===== config.mk =====
export PLATFORM = sky130hd
export DESIGN_NAME = bitmap_range_allocator
export DESIGN_NICKNAME = d
export VERILOG_FILES = /design/src/hw/rtl/bra_pkg.sv /design/src/hw/rtl/bra_ram.sv /design/src/hw/rtl/bra_word_unit.sv /design/src/hw/rtl/bra_ctrl.sv /design/src/hw/rtl/bitmap_range_allocator.sv
export SDC_FILE = /design/constraint.sdc
export NUM_CORES = 2
export LEC_CHECK = 0
export ABC_AREA = 1
export BUFFER_PORTS_ARGS = -buffer_cell sky130_fd_sc_hd__buf_2
export CAP_MARGIN = 20
export CORE_ASPECT_RATIO = 0.7
export CORE_MARGIN = 2
export CORE_UTILIZATION = 50
export CTS_BUF_LIST = sky130_fd_sc_hd__clkbuf_2 sky130_fd_sc_hd__clkbuf_4 sky130_fd_sc_hd__clkbuf_8
export DETAILED_ROUTE_END_ITERATION = 6
export PLACE_DENSITY = 0.62
export SYNTH_ARGS = -nofsm -noshare
export SYNTH_HDL_FRONTEND = slang
export SYNTH_SLANG_ARGS = --single-unit

===== constraint.sdc =====
create_clock -name clk -period 7.7 [get_ports clk]
set_input_delay 1.54 -clock clk [delete_from_list [all_inputs] [get_ports clk]]
set_output_delay 1.54 -clock clk [all_outputs]
set_load 0.01 [all_outputs]

===== src/hw/rtl/bra_pkg.sv =====
// shared types and constants for the bitmap range allocator
package bra_pkg;

    // store geometry
    localparam int MAP_BITS  = 4096;
    localparam int WORD_BITS = 64;
    localparam int WORDS     = MAP_BITS / WORD_BITS;
    localparam int WADDR_W   = $clog2(WORDS);
    localparam int BIT_W     = $clog2(WORD_BITS);

    // field widths
    localparam int OP_W      = 3;
    localparam int START_W   = 12;
    localparam int LEN_W     = 13;
    localparam int ALOG_W    = 4;
    localparam int STAT_W    = 2;
    localparam int CFG_W     = 13;
    localparam int CFG_RESET = 4096;

    // bit positions, wide enough for an aligned candidate plus one step
    localparam int POS_W     = 18;

    // packed stream words
    localparam int IN_DATA_W  = 32;
    localparam int OUT_DATA_W = 16;

    typedef enum logic [OP_W-1:0] {
        OP_SET        = 3'd0,
        OP_CLEAR      = 3'd1,
        OP_TEST_SET   = 3'd2,
        OP_TEST_CLEAR = 3'd3,
        OP_FIND_CLEAR = 3'd4,
        OP_FIND_SET   = 3'd5
    } op_t;

    typedef enum logic [STAT_W-1:0] {
        STAT_OK       = 2'd0,
        STAT_PARAM    = 2'd1,
        STAT_MISMATCH = 2'd2,
        STAT_NOTFOUND = 2'd3
    } status_t;

    typedef enum logic [2:0] {
        S_IDLE,
        S_DECODE,
        S_READ,
        S_CHECK,
        S_FINISH
    } state_t;

    // controls for the shared word unit
    typedef struct packed {
        logic [BIT_W-1:0] lo;
        logic [BIT_W-1:0] hi;
        logic             want;
        logic             set_bits;
    } word_ctl_t;

    // results of the shared word unit
    typedef struct packed {
        logic                 mism;
        logic [BIT_W-1:0]     pos;
        logic [WORD_BITS-1:0] wdata;
    } word_res_t;

    // store access request from the sequencer
    typedef struct packed {
        logic               rd_en;
        logic               wr_en;
        logic [WADDR_W-1:0] addr;
    } mem_req_t;

endpackage


===== src/hw/rtl/bra_ram.sv =====
// generic single-write, single-read ram with registered read data
module bra_ram #(
    parameter int WIDTH = 64,
    parameter int DEPTH = 64
) (
    input  logic                     clk,
    input  logic                     we,
    input  logic [$clog2(DEPTH)-1:0] waddr,
    input  logic [WIDTH-1:0]         wdata,
    input  logic                     re,
    input  logic [$clog2(DEPTH)-1:0] raddr,
    output logic [WIDTH-1:0]         rdata
);

    logic [WIDTH-1:0] mem [DEPTH];

    // write port and registered read port
    always_ff @(posedge clk)
    begin
        if (we)
        begin
            mem[waddr] <= wdata;
        end
        if (re)
        begin
            rdata <= mem[raddr];
        end
    end

endmodule


===== src/hw/rtl/bra_word_unit.sv =====
// shared word unit: window mask, mismatch search and masked update of one word
module bra_word_unit (
    input  logic [bra_pkg::WORD_BITS-1:0] data,
    input  bra_pkg::word_ctl_t            ctl,
    output bra_pkg::word_res_t            res
);

    logic [bra_pkg::WORD_BITS-1:0] mask;
    logic [bra_pkg::WORD_BITS-1:0] mism_vec;

    // bits lo..hi of the word take part
    always_comb
    begin
        mask = ({bra_pkg::WORD_BITS{1'b1}} << ctl.lo)
             & ({bra_pkg::WORD_BITS{1'b1}}
                >> (bra_pkg::BIT_W'(bra_pkg::WORD_BITS - 1) - ctl.hi));
        mism_vec = (ctl.want ? ~data : data) & mask;
    end

    // lowest mismatching bit and the updated word
    always_comb
    begin
        res.pos = '0;
        for (int i = bra_pkg::WORD_BITS - 1; i >= 0; i--)
        begin
            if (mism_vec[i])
            begin
                res.pos = bra_pkg::BIT_W'(i);
            end
        end
        res.mism  = |mism_vec;
        res.wdata = ctl.set_bits ? (data | mask) : (data & ~mask);
    end

endmodule


===== src/hw/rtl/bra_ctrl.sv =====
// request sequencer: decode, word walk, aligned candidate search, result register
module bra_ctrl (
    input  logic                          clk,
    input  logic                          rst_n,
    input  logic [bra_pkg::CFG_W-1:0]     cfg_size,
    input  logic                          s_valid,
    output logic                          s_ready,
    input  logic [bra_pkg::OP_W-1:0]      opcode,
    input  logic [bra_pkg::START_W-1:0]   start_index,
    input  logic [bra_pkg::LEN_W-1:0]     run_length,
    input  logic [bra_pkg::ALOG_W-1:0]    align_log2,
    output logic                          m_valid,
    input  logic                          m_ready,
    output logic [bra_pkg::STAT_W-1:0]    status,
    output logic [bra_pkg::START_W-1:0]   found_index,
    output bra_pkg::mem_req_t             mem_req,
    output bra_pkg::word_ctl_t            word_ctl,
    input  bra_pkg::word_res_t            word_res
);

    bra_pkg::state_t                state_reg, state_next;
    logic [bra_pkg::OP_W-1:0]       op_reg, op_next;
    logic [bra_pkg::START_W-1:0]    start_reg, start_next;
    logic [bra_pkg::LEN_W-1:0]      len_reg, len_next;
    logic [bra_pkg::ALOG_W-1:0]     alog_reg, alog_next;
    logic                           first_reg, first_next;
    logic [bra_pkg::POS_W-1:0]      cand_reg, cand_next;
    logic [bra_pkg::POS_W-1:0]      endm_reg, endm_next;
    logic [bra_pkg::POS_W-1:0]      step_reg, step_next;
    logic [bra_pkg::WADDR_W-1:0]    word_reg, word_next;
    bra_pkg::status_t               status_reg, status_next;
    logic [bra_pkg::START_W-1:0]    found_reg, found_next;
    logic                           m_valid_reg, m_valid_next;
    logic [bra_pkg::STAT_W-1:0]     out_status_reg, out_status_next;
    logic [bra_pkg::START_W-1:0]    out_found_reg, out_found_next;

    logic [bra_pkg::POS_W-1:0]      size_w;
    logic [bra_pkg::POS_W-1:0]      step_w;
    logic [bra_pkg::POS_W-1:0]      s0_w;
    logic [bra_pkg::POS_W-1:0]      first_cand;
    logic [bra_pkg::POS_W-1:0]      endm_calc;
    logic [bra_pkg::POS_W-1:0]      p_abs;
    logic [bra_pkg::POS_W-1:0]      new_cand;
    logic                           is_find;
    logic                           is_test;
    logic                           is_write;
    logic                           op_bad;
    logic                           end_over;
    logic                           cur_last;
    logic                           cand_here;
    logic                           out_load;

    // opcode classes
    always_comb
    begin
        is_find  = (op_reg == bra_pkg::OP_FIND_CLEAR) || (op_reg == bra_pkg::OP_FIND_SET);
        is_test  = (op_reg == bra_pkg::OP_TEST_SET) || (op_reg == bra_pkg::OP_TEST_CLEAR);
        is_write = (op_reg == bra_pkg::OP_SET) || (op_reg == bra_pkg::OP_CLEAR);
        op_bad   = op_reg > bra_pkg::OP_FIND_SET;
    end

    // managed size, aligned search start, run end and window bounds
    always_comb
    begin
        size_w = (bra_pkg::POS_W'(cfg_size) > bra_pkg::POS_W'(bra_pkg::MAP_BITS))
               ? bra_pkg::POS_W'(bra_pkg::MAP_BITS) : bra_pkg::POS_W'(cfg_size);
        step_w = bra_pkg::POS_W'(1) << alog_reg;
        s0_w   = (bra_pkg::POS_W'(start_reg) + step_w - bra_pkg::POS_W'(1))
               & ~(step_w - bra_pkg::POS_W'(1));
        first_cand = is_find ? s0_w : bra_pkg::POS_W'(start_reg);
        endm_calc  = cand_reg + bra_pkg::POS_W'(len_reg) - bra_pkg::POS_W'(1);
        end_over   = endm_calc >= size_w;
        cur_last   = (endm_reg >> bra_pkg::BIT_W) == bra_pkg::POS_W'(word_reg);
        cand_here  = (cand_reg >> bra_pkg::BIT_W) == bra_pkg::POS_W'(word_reg);
        p_abs      = bra_pkg::POS_W'({word_reg, word_res.pos});
        new_cand   = (p_abs + step_reg) & ~(step_reg - bra_pkg::POS_W'(1));
    end

    // shared word unit controls
    always_comb
    begin
        word_ctl.lo       = cand_here ? cand_reg[bra_pkg::BIT_W-1:0] : '0;
        word_ctl.hi       = cur_last ? endm_reg[bra_pkg::BIT_W-1:0] : '1;
        word_ctl.want     = (op_reg == bra_pkg::OP_TEST_SET) || (op_reg == bra_pkg::OP_FIND_SET);
        word_ctl.set_bits = op_reg == bra_pkg::OP_SET;
    end

    assign out_load = !m_valid_reg || m_ready;

    // next state
    always_comb
    begin
        state_next = state_reg;
        unique case (state_reg)
            bra_pkg::S_IDLE:
            begin
                if (s_valid)
                begin
                    state_next = bra_pkg::S_DECODE;
                end
            end
            bra_pkg::S_DECODE:
            begin
                if ((len_reg == '0) || op_bad)
                begin
                    state_next = bra_pkg::S_FINISH;
                end
                else
                begin
                    state_next = bra_pkg::S_READ;
                end
            end
            bra_pkg::S_READ:
            begin
                if (end_over)
                begin
                    state_next = bra_pkg::S_FINISH;
                end
                else
                begin
                    state_next = bra_pkg::S_CHECK;
                end
            end
            bra_pkg::S_CHECK:
            begin
                priority if ((is_test || is_find) && word_res.mism)
                begin
                    state_next = is_find ? bra_pkg::S_READ : bra_pkg::S_FINISH;
                end
                else if (cur_last)
                begin
                    state_next = bra_pkg::S_FINISH;
                end
                else
                begin
                    state_next = bra_pkg::S_READ;
                end
            end
            bra_pkg::S_FINISH:
            begin
                if (out_load)
                begin
                    state_next = bra_pkg::S_IDLE;
                end
            end
            default:
            begin
                state_next = bra_pkg::S_IDLE;
            end
        endcase
    end

    // datapath updates and store requests
    always_comb
    begin
        op_next         = op_reg;
        start_next      = start_reg;
        len_next        = len_reg;
        alog_next       = alog_reg;
        first_next      = first_reg;
        cand_next       = cand_reg;
        endm_next       = endm_reg;
        step_next       = step_reg;
        word_next       = word_reg;
        status_next     = status_reg;
        found_next      = found_reg;
        m_valid_next    = m_valid_reg && !m_ready;
        out_status_next = out_status_reg;
        out_found_next  = out_found_reg;
        s_ready         = 1'b0;
        mem_req.rd_en   = 1'b0;
        mem_req.wr_en   = 1'b0;
        mem_req.addr    = word_reg;
        unique case (state_reg)
            bra_pkg::S_IDLE:
            begin
                s_ready = 1'b1;
                if (s_valid)
                begin
                    op_next    = opcode;
                    start_next = start_index;
                    len_next   = run_length;
                    alog_next  = align_log2;
                end
            end
            bra_pkg::S_DECODE:
            begin
                status_next = bra_pkg::STAT_PARAM;
                found_next  = '0;
                first_next  = 1'b1;
                step_next   = step_w;
                cand_next   = first_cand;
                word_next   = first_cand[bra_pkg::BIT_W +: bra_pkg::WADDR_W];
            end
            bra_pkg::S_READ:
            begin
                endm_next  = endm_calc;
                first_next = 1'b0;
                if (end_over)
                begin
                    status_next = first_reg ? bra_pkg::STAT_PARAM : bra_pkg::STAT_NOTFOUND;
                end
                else
                begin
                    mem_req.rd_en = 1'b1;
                end
            end
            bra_pkg::S_CHECK:
            begin
                mem_req.wr_en = is_write;
                priority if ((is_test || is_find) && word_res.mism)
                begin
                    if (is_find)
                    begin
                        cand_next = new_cand;
                        word_next = new_cand[bra_pkg::BIT_W +: bra_pkg::WADDR_W];
                    end
                    else
                    begin
                        status_next = bra_pkg::STAT_MISMATCH;
                    end
                end
                else if (cur_last)
                begin
                    status_next = bra_pkg::STAT_OK;
                    found_next  = is_find ? cand_reg[bra_pkg::START_W-1:0] : '0;
                end
                else
                begin
                    word_next = word_reg + bra_pkg::WADDR_W'(1);
                end
            end
            bra_pkg::S_FINISH:
            begin
                if (out_load)
                begin
                    m_valid_next    = 1'b1;
                    out_status_next = status_reg;
                    out_found_next  = found_reg;
                end
            end
            default:
            begin
            end
        endcase
    end

    // control state
    always_ff @(posedge clk or negedge rst_n)
    begin
        if (!rst_n)
        begin
            state_reg   <= bra_pkg::S_IDLE;
            m_valid_reg <= 1'b0;
        end
        else
        begin
            state_reg   <= state_next;
            m_valid_reg <= m_valid_next;
        end
    end

    // payload registers
    always_ff @(posedge clk)
    begin
        op_reg         <= op_next;
        start_reg      <= start_next;
        len_reg        <= len_next;
        alog_reg       <= alog_next;
        first_reg      <= first_next;
        cand_reg       <= cand_next;
        endm_reg       <= endm_next;
        step_reg       <= step_next;
        word_reg       <= word_next;
        status_reg     <= status_next;
        found_reg      <= found_next;
        out_status_reg <= out_status_next;
        out_found_reg  <= out_found_next;
    end

    assign m_valid     = m_valid_reg;
    assign status      = out_status_reg;
    assign found_index = out_found_reg;

endmodule


===== src/hw/rtl/bitmap_range_allocator.sv =====
// bitmap range allocator: set, clear, test and aligned search over a bit store
// a request passes a decode state, a read and a check state per store word visited, and a finish
// state that posts the result; a set, clear or test walks the words of its run once,
// and the sequencer then returns to idle, where it takes the next request
// a search re-reads a word after each mismatching bit that moves its candidate
// one request at a time; the result register lets the next request in while a result waits
// reset clears the store (per-word valid bits) and sets bits_in_use to 4096
module bitmap_range_allocator (
    input  logic                              clk,
    input  logic                              rst_n,
    input  logic                              cfg_wen,
    input  logic [bra_pkg::CFG_W-1:0]         cfg_wdata,   // bits_in_use
    input  logic                              s_tvalid,
    output logic                              s_tready,
    // opcode, start_index, run_length, align_log2
    input  logic [bra_pkg::IN_DATA_W-1:0]     s_tdata,
    output logic                              m_tvalid,
    input  logic                              m_tready,
    // status, found_index, zero pad
    output logic [bra_pkg::OUT_DATA_W-1:0]    m_tdata
);

    localparam int OP_LO    = 0;
    localparam int START_LO = OP_LO + bra_pkg::OP_W;
    localparam int LEN_LO   = START_LO + bra_pkg::START_W;
    localparam int ALOG_LO  = LEN_LO + bra_pkg::LEN_W;
    localparam int PAD_W    = bra_pkg::OUT_DATA_W - bra_pkg::STAT_W - bra_pkg::START_W;

    logic [bra_pkg::CFG_W-1:0]      bits_in_use_reg;
    logic [bra_pkg::WORDS-1:0]      valid_reg;
    logic                           rd_vld_reg;
    logic [bra_pkg::WORD_BITS-1:0]  ram_rdata;
    logic [bra_pkg::WORD_BITS-1:0]  rd_word;
    logic [bra_pkg::STAT_W-1:0]     status;
    logic [bra_pkg::START_W-1:0]    found_index;
    bra_pkg::mem_req_t              mem_req;
    bra_pkg::word_ctl_t             word_ctl;
    bra_pkg::word_res_t             word_res;

    // size register
    always_ff @(posedge clk or negedge rst_n)
    begin
        if (!rst_n)
        begin
            bits_in_use_reg <= bra_pkg::CFG_W'(bra_pkg::CFG_RESET);
        end
        else if (cfg_wen)
        begin
            bits_in_use_reg <= cfg_wdata;
        end
    end

    // per-word valid bits: an unwritten word reads as zero
    always_ff @(posedge clk or negedge rst_n)
    begin
        if (!rst_n)
        begin
            valid_reg  <= '0;
            rd_vld_reg <= 1'b0;
        end
        else
        begin
            if (mem_req.wr_en)
            begin
                valid_reg[mem_req.addr] <= 1'b1;
            end
            if (mem_req.rd_en)
            begin
                rd_vld_reg <= valid_reg[mem_req.addr];
            end
        end
    end

    assign rd_word = rd_vld_reg ? ram_rdata : '0;

    // bit store
    bra_ram #(
        .WIDTH (bra_pkg::WORD_BITS),
        .DEPTH (bra_pkg::WORDS)
    ) u_store (
        .clk   (clk),
        .we    (mem_req.wr_en),
        .waddr (mem_req.addr),
        .wdata (word_res.wdata),
        .re    (mem_req.rd_en),
        .raddr (mem_req.addr),
        .rdata (ram_rdata)
    );

    // shared word unit
    bra_word_unit u_word (
        .data (rd_word),
        .ctl  (word_ctl),
        .res  (word_res)
    );

    // sequencer
    bra_ctrl u_ctrl (
        .clk         (clk),
        .rst_n       (rst_n),
        .cfg_size    (bits_in_use_reg),
        .s_valid     (s_tvalid),
        .s_ready     (s_tready),
        .opcode      (s_tdata[OP_LO +: bra_pkg::OP_W]),
        .start_index (s_tdata[START_LO +: bra_pkg::START_W]),
        .run_length  (s_tdata[LEN_LO +: bra_pkg::LEN_W]),
        .align_log2  (s_tdata[ALOG_LO +: bra_pkg::ALOG_W]),
        .m_valid     (m_tvalid),
        .m_ready     (m_tready),
        .status      (status),
        .found_index (found_index),
        .mem_req     (mem_req),
        .word_ctl    (word_ctl),
        .word_res    (word_res)
    );

    // result word packing
    assign m_tdata = {{PAD_W{1'b0}}, found_index, status};

endmodule

==> impl_metrics.env <==
export IMPL_drt_first_iter_violations=17650
export IMPL_outcome="finished, violations left"
export IMPL_violations="design-rule violations, negative setup slack"
export IMPL_relSlewSlack_pct=16.03
export IMPL_cts_made_buffers=644
export IMPL_dp_cells=14980
export IMPL_power_mw=62.57
export IMPL_layout_worst_path_cycle_share_pct=101.3
export IMPL_max_freq_mhz=128.2
export IMPL_crit_type="reg -> reg"
export IMPL_clkSinkCount=4361
export IMPL_register_area_um2=130600
export IMPL_grt_pass1_vias=100500
export IMPL_drive_above_1_share_pct=17.44
export IMPL_drc_errors=5
export IMPL_maxSlewViolCount=0
export IMPL_core_um2=328600
export IMPL_period_minus_slack_ps=7803
export IMPL_cts_max_level=6
export IMPL_fill_cells=25270
export IMPL_ys_seq_area_share_pct=79.04
export IMPL_utilization_pct=57.57
export IMPL_critPathMaxFanout=6
export IMPL_synth_top_cells_by_count="4279 x edfxtp_1, 1825 x nand2_1, 568 x a22oi_1"
export IMPL_routedWlPerCell_um=36.05
export IMPL_synthesis_area_um2=165200
export IMPL_critPathCaptureType="register"
export IMPL_track_usage_pct=34.05
export IMPL_synth_cell_types=72
export IMPL_cp_data_required_time_ps=8660
export IMPL_nets=11430
export IMPL_setup_ws_ps=-103.3
export IMPL_slowest_delay_ps=420
export IMPL_clk_latency_ps=1160
export IMPL_ys_ff_latch=4361
export IMPL_setup_viol=4
export IMPL_place_congestion=0.9023
export IMPL_fin_area_um2=189200
export IMPL_cts_hold_buf=0
export IMPL_postPlaceCellArea_um2=176200
export IMPL_synthCells=10470
export IMPL_grt_antenna_before_repair=35
export IMPL_peakVddDrop_mv=0.2175
export IMPL_synth_area_top_cells="edfxtp_1 78%, nand2_1 4.1%, a221oi_1 2.9%"
export IMPL_wl_mm=582.5
export IMPL_async_reset_ff_share_pct=1.880
export IMPL_clockBufferDepth=4
export IMPL_setup_worst_path_start_class="register"
export IMPL_viasPerCell=6.584
export IMPL_yosysTopAreaCell="edfxtp_1"
export IMPL_cellLeakagePower_nw=62.98
export IMPL_stdcell_count=16160
export IMPL_clk_pin_slew_ps=70
export IMPL_cpMostUsedCell="nand2_1"
export IMPL_hp_class="in -> async"
export IMPL_numPortBuffers=65
export IMPL_synth_edff_count=4279
export IMPL_cts_tree="done"
export IMPL_crit_arrival_ps=8760
export IMPL_grt_overflow_total=0
export IMPL_cp_num_buf_inv=7
export IMPL_synth_area_per_cell_um2=15.78
export IMPL_multi_input_area_um2=32710
export IMPL_hold_viol=0
export IMPL_synth_flop_cell="edfxtp_1"
export IMPL_drtPass1Iterations=7
export IMPL_crit_slowest_cell="edfxtp_1"
export IMPL_vias=106400
export IMPL_root_buffer="clkbuf_8"
export IMPL_syn_to_final_growth_pct=14.52
export IMPL_die_h_um=484.9
export IMPL_io_pins=68
export IMPL_antenna_left=0
export IMPL_synth_most_common_cell="edfxtp_1"
export IMPL_grt_first_pass_wirelength_mm=798.3
export IMPL_cap_viol_max_count=0
export IMPL_rsz0062_at_grt="yes"
export IMPL_die_area_um2=335000
export IMPL_hpwl_mm=315.3
export IMPL_grt_start_max_net_pins=144
export IMPL_start_util_pct=50.27
export IMPL_powerDensity_nw_per_um2=330.8
export IMPL_die_width_um=691.0
export IMPL_tightest_slew_ps=1257
export IMPL_rows=176
export IMPL_yosys_area_top_type_share_pct=77.79
export IMPL_yosysWarnings=0
export IMPL_clock_skew_ps=102.9
export IMPL_largest_register_ffs=4096
export IMPL_crit_family="simple AND/OR/NAND/NOR gates"
path summary, 6_finish.rpt:
check	cells after the start	from	to	slack [ps]
min	1	rst_n	u_ctrl.state_reg[0]$_DFFE_PN0P_	320
max in group asynchronous	2	rst_n	rd_vld_reg$_DFFE_PN0P_	6050
max	93	u_ctrl.cand_reg[14]$_DFFE_PP_	u_ctrl.cand_reg[14]$_DFFE_PP_	-100
min in group clk	0	u_ctrl.found_reg[2]$_SDFFCE_PN0P_	u_ctrl.found_index[2]$_DFFE_PP_	400
max reg2reg	93	u_ctrl.cand_reg[14]$_DFFE_PP_	u_ctrl.cand_reg[14]$_DFFE_PP_	-100
min reg2reg	0	u_ctrl.found_reg[2]$_SDFFCE_PN0P_	u_ctrl.found_index[2]$_DFFE_PP_	400
layout by cell type, fill, tap and decap left out, types with 64 or more instances in the layout:
cell type / instances
nand3_1: 161
clkbuf_4: 205
o21ai_0: 138
a22o_1: 485
buf_12: 91
a21oi_1: 168
buf_2: 64
dfrtp_1: 80
edfxtp_1: 4279
inv_1: 309
o21ai_4: 65
buf_4: 589
nand2_1: 1805
clkbuf_8: 665
a22oi_1: 568
nor2_4: 78
ha_1: 86
clkinv_1: 155
nor2_1: 167
a221oi_1: 543
nand4_1: 505
cell families after synthesis:
kind of cell,share of synthesized area (%)
compound gates,10.06
fa+ha+maj,0.7030
mux,0.02727
xor+xnor,0.4644
buf+inv,2.119
flops,79.04
simple gates,7.593
other cells,0.002270
metal layers:
layer  wire, um  global-route usage (%)  vias up
li1           -                       -    42910
met3      81070                   9.288     1147
met5        443                  0.4410        -
met1     235200                   51.01    54140
met4      21090                   11.09       14
met2     244700                   48.43     8182
power breakdown:
part | total [mW] | switching (mW) | internal [mW]
sequential | 27.4 | 0.189 | 27.2
combinational | 16.6 | 11.8 | 4.82
clock | 18.5 | 9.02 | 9.48
final cells by class:
class,instances,area share (%)
clock buffer,870,5.652
sequential,4361,69.02
clock inverter,268,0.9108
antenna,14,0.01852
inverter,342,0.6853
multi-input combinational,5189,17.29
timing repair buffer,753,3.541
tap,4361,2.885
what timing repair did:
item / in CTS / in global routing
buffers inserted: 20 / 9
setup endpoints to repair: 9 / 12
resized for setup: 42 / 32
pin swaps: 17 / 24
through the flow:
stage / worst slack (ps) / TNS [ps] / hold WS (ps)
6_report: -103.3 / -211.0 / 322.5
3_5_place_dp: -785.8 / -4766 / 414.7
5_1_grt: -916.7 / -6767 / 310.9
3_3_place_gp: -1056 / -6952 / 411.8
4_1_cts: -35.35 / -92.43 / 249.6
2_1_floorplan: 916.6 / 0 / 400.3
No activity file was read; power rests on OpenSTA's default activity.
